### config.mk
export PLATFORM = sky130hd
export DESIGN_NAME = tlcd_side_calc
export DESIGN_NICKNAME = d
export VERILOG_FILES = /design/src/hdl/tlcd_pkg.sv /design/src/hdl/tlcd_side_calc.sv
export SDC_FILE = /design/constraint.sdc
export NUM_CORES = 2
export LEC_CHECK = 0
export BUFFER_PORTS_ARGS = -buffer_cell sky130_fd_sc_hd__buf_2
export CORE_ASPECT_RATIO = 1.2
export CORE_MARGIN = 1
export CORE_UTILIZATION = 50
export DETAILED_ROUTE_END_ITERATION = 8
export PLACE_DENSITY_LB_ADDON = 0.15
export SETUP_SLACK_MARGIN = 0.2
export SYNTH_ARGS = -nofsm -noshare
export SYNTH_HDL_FRONTEND = slang
export SYNTH_SLANG_ARGS = --single-unit
### constraint.sdc
create_clock -name clk -period 9.5 [get_ports clk]
set_clock_uncertainty 0.1 [all_clocks]
set_input_delay 1.425 -clock clk [delete_from_list [all_inputs] [get_ports clk]]
set_output_delay 1.425 -clock clk [all_outputs]
set_load 0.02 [all_outputs]
### src/hdl/tlcd_pkg.sv
// shared types, widths and codes for the track line crossing detector
// no dependencies; imported by tlcd_side_calc and the top level
`default_nettype none

package tlcd_pkg;

  // field widths
  localparam int COORD_W       = 16;
  localparam int DIFF_W        = COORD_W + 1;
  localparam int PROD_W        = 2 * DIFF_W;
  localparam int SIDE_W        = 35;
  localparam int OUT_SIDE_W    = 36;
  localparam int DB_W          = 35;
  localparam int TIME_W        = 63;
  localparam int IN_SLOT_W     = 6;
  localparam int IN_SLOT_COUNT = 1 << IN_SLOT_W;
  localparam int CFG_IDX_W     = 3;
  localparam int CFG_DATA_W    = 35;
  localparam int IN_DATA_W     = 104;
  localparam int OUT_DATA_W    = 144;

  // defaults
  localparam int TRACK_SLOTS_DEF = 64;
  localparam logic [DB_W-1:0] DEADBAND_RESET = 35'd2147484;
  localparam logic [COORD_W-1:0] COORD_MAX = '1;

  // configuration register indexes
  typedef enum logic [CFG_IDX_W-1:0] {
    REG_LINE_START_X = 3'd0,
    REG_LINE_START_Y = 3'd1,
    REG_LINE_END_X   = 3'd2,
    REG_LINE_END_Y   = 3'd3,
    REG_ALLOWED_DIR  = 3'd4,
    REG_SIDE_DEADBAND = 3'd5
  } cfg_reg_t;

  // crossing direction codes
  typedef enum logic [1:0] {
    DIR_NONE    = 2'd0,
    DIR_FORWARD = 2'd1,
    DIR_REVERSE = 2'd2
  } dir_t;

  // direction filter value that lets every direction count
  localparam logic [1:0] ALLOW_ANY = 2'd0;

  // request kinds
  localparam logic REQ_OBSERVE   = 1'b0;
  localparam logic REQ_TERMINATE = 1'b1;

  // table sequencer states
  typedef enum logic {
    ST_CLEAR,
    ST_RUN
  } tlcd_state_t;

  // configured line
  typedef struct packed {
    logic [COORD_W-1:0] start_x;
    logic [COORD_W-1:0] start_y;
    logic [COORD_W-1:0] end_x;
    logic [COORD_W-1:0] end_y;
  } line_t;

  // one entry of the per-track table
  typedef struct packed {
    logic                     valid;
    logic signed [SIDE_W-1:0] side;
    logic [TIME_W-1:0]        cross_time;
  } track_ent_t;

endpackage

`default_nettype wire

### src/hdl/tlcd_side_calc.sv
// side-of-line products: (end - start) x (point - start), one product pair per beat
// depends on tlcd_pkg
`default_nettype none

module tlcd_side_calc import tlcd_pkg::*; (
  input  wire logic                     clk,
  input  wire logic                     en,
  input  wire line_t                    line_cfg,
  input  wire logic [COORD_W-1:0]       point_x,
  input  wire logic [COORD_W-1:0]       point_y,
  output logic signed [PROD_W-1:0]      prod_a_r,
  output logic signed [PROD_W-1:0]      prod_b_r
);

  logic signed [DIFF_W-1:0] line_dx;
  logic signed [DIFF_W-1:0] line_dy;
  logic signed [DIFF_W-1:0] pt_dx;
  logic signed [DIFF_W-1:0] pt_dy;

  // differences against the line start, one bit wider and signed
  always_comb begin
    line_dx = signed'({1'b0, line_cfg.end_x})   - signed'({1'b0, line_cfg.start_x});
    line_dy = signed'({1'b0, line_cfg.end_y})   - signed'({1'b0, line_cfg.start_y});
    pt_dx   = signed'({1'b0, point_x})          - signed'({1'b0, line_cfg.start_x});
    pt_dy   = signed'({1'b0, point_y})          - signed'({1'b0, line_cfg.start_y});
  end

  // two 17x17 signed multipliers, registered
  always_ff @(posedge clk) begin
    if (en) begin
      prod_a_r <= line_dx * pt_dy;
      prod_b_r <= line_dy * pt_dx;
    end
  end

endmodule

`default_nettype wire
==> reports/metrics.cfg <==
[run_status]
status=finished, final reports clean

[sta]
period_minus_slack_ps=8990
relSlewSlack=0.206
worst_slew_pin_slew_ps=1180
finalSetupTns_ps=0
fmax_mhz=111
fin_crit_sh=0.946
rsz0062_at_grt=true
drv_slew=0
hold_viol_final=0
setup_viol=0

[floorplanning]
die-width_um=211
num_rows=91
die_area_mm2=0.0533
start_util=0.508
core_area_mm2=0.0516
io_pins=166
die_h_um=253

[clock_tree]
clock_path_buffers=2
postCtsHoldBufs=0
clk_pin_slew_ps=70
cts-htree-levels=3
numCtsBuffers=9
root_buffer=clkbuf_16
cts_num_sinks=68
cts_tree=built

[finish]
fin_nets=4080
areaGrowthSynthToFinish_pct=14.8
n_fill_cell=4649
stdcell_area_mm2=0.0301
multi_input_area_mm2=0.0217
final_common_cell=inv_1
drive_gt1_frac=0.154
final_cell_mix=661 x inv_1, 596 x fa_1, 328 x nor2_1
seqCellArea_mm2=0.00204

[placed_design]
placed_area_mm2=0.0293
dpl.hpwl_um=68100
port_buffers=165
routabilityCongestion=0.968

[drt]
drt_pre_antenna_iters=5
drc_errors=0
vias_per_cell=5.25
antenna_left=0
vias=20300
routedWlPerCell_um=20.1
totalWireLength_um=77500
drtIter0Drc=1057

[hold_path]
min_to=prod_b_r[32]
hp-class=in -> reg
hold_path_depth=1
hold_start=en

[global_routing]
gr-total-overflow=0
grt_pass1_wl_um=123000
grt_max_degree=55
grt_antenna_before_repair=4
grt_pass1_vias=22500
grt_usage=0.310

[critical_path]
cp_slowest_cell=fa_1
worstPathMaxFanout=7
cp-end-kind=flip-flop
crit_start=line_cfg[48]
cpMostUsedCell=fa_1
crit_arrival_ps=9030
crit_type=in -> reg
critPathLaunchType=input port
critical_path.max_stage_delay_ps=550
cp_data_required_time_ps=9540

[yosys]
yosys_warnings=0
synthArstFlopShare=0
synth_edf_count=68
synth.distinct_cells=67
yosys.area_share.simple=0.123
synthCells=2806
avgSynthCellArea_um2=9.33
synth_xor_area_frac=0.0566
syn_area_mm2=0.0262
seq_area_frac_synth=0.0780
yosysTopAreaCell=fa_1
synth_top_family_by_area=adder cells
synth_fa_ha_area_frac=0.569
yosys-top-cells-area=fa_1 46%, ha_1 11%, inv_1 9.5%, edfxtp_1 7.8%, nor2_1 4.7%
syn_nets=3736
muxShareOfSynthArea=0
synth_compound_area_frac=0.0690
synth_top_area_share=0.456
ys_ff_latch=68
synth-main-ff-cell=edfxtp_1

[job]
max_cap_violations=0

per-stage QoR:
| stage | setup WS (ps) | instances | hold WS, ps | util |
|---|---|---|---|---|
| 2_1_floorplan | 604 | 2806 | 1440 | - |
| 3_3_place_gp | -378 | 3815 | 1730 | 0.567 |
| 3_5_place_dp | -531 | 3815 | 1740 | 0.567 |
| 4_1_cts | 212 | 3830 | 1320 | 0.575 |
| 5_1_grt | 168 | 3854 | 1330 | 0.583 |
| 6_report | 511 | 3855 | 1320 | 0.583 |
kinds of logic (layout without fill, tap and decap cells):
kind of cell               after synthesis  after routing
and+or+nand+nor                        768            768
DFF                                     68             68
AOI/OAI and AO/OA                      255            255
buffers and inverters                  719           1067
xor gates and xnor gates               164            164
other                                    0              4
adders and majority gates              832            832
metal layers:
layer	vias to the layer above	wire length, µm	track usage
li1	9110	-	-
met1	10400	28100	0.346
met2	585	41600	0.576
met3	173	3270	0.0350
met4	2	4470	0.160
met5	-	13	0
sequential cells by signal (all words and copies together), names as in the netlist:
register,flops
prod_b_r,34
prod_a_r,34
final cells by class:
| cell class | count | share of cell area |
|---|---|---|
| timing repair buffer | 387 | 0.0874 |
| inverter | 665 | 0.0831 |
| sequential | 68 | 0.0679 |
| antenna | 4 | 0.000333 |
| tap | 697 | 0.0290 |
| clock buffer | 9 | 0.00749 |
| multi-input combinational | 2019 | 0.721 |
| clock inverter | 6 | 0.00379 |
Yosys cell counts, types with 5 or more instances:
| library cell | instances |
|---|---|
| a211oi_1 | 5 |
| a21boi_1 | 6 |
| a21o_1 | 51 |
| a21oi_1 | 67 |
| a21oi_2 | 7 |
| a31oi_1 | 5 |
| and2_1 | 16 |
| and3_1 | 8 |
| buf_6 | 5 |
| clkbuf_1 | 40 |
| edfxtp_1 | 68 |
| fa_1 | 597 |
| ha_1 | 235 |
| inv_1 | 662 |
| nand2_1 | 294 |
| nand2b_1 | 40 |
| nand3_1 | 17 |
| nor2_1 | 329 |
| nor2b_1 | 25 |
| nor3_1 | 15 |
| o211ai_1 | 7 |
| o21a_1 | 16 |
| o21ai_0 | 30 |
| o21ai_1 | 8 |
| or2_2 | 10 |
| xnor2_1 | 111 |
| xor2_1 | 47 |
how the worst max path moves through the flow:
| stage | end | slack [ps] | depth (start not counted) |
|---|---|---|---|
| floorplan | prod_b_r[32] | 600 | 31 |
| global placement | prod_a_r[33] | -380 | 32 |
| detailed placement | prod_a_r[33] | -530 | 32 |
| CTS | prod_a_r[33] | 210 | 32 |
| global route | prod_a_r[33] | 170 | 32 |
| finish | prod_a_r[33] | 510 | 32 |
worst max-delay path, delay by kind of cell:
kind	cells	cell delay [ps]
buffers and inverters	6	540
and+or+nand+nor	5	770
adders and majority gates	9	3930
xor gates and xnor gates	2	300
AOI/OAI and AO/OA	10	2070
what timing repair did:
item / in CTS / in global routing
gates resized for setup: 5 / 49
pin swaps: 1 / 28
endpoints found under the setup margin: 5 / 15
buffers inserted: 0 / 21
Power is left out: the tool's default activity adds up to more than one toggle a clock period on the data nets, which glitch-free logic cannot reach.
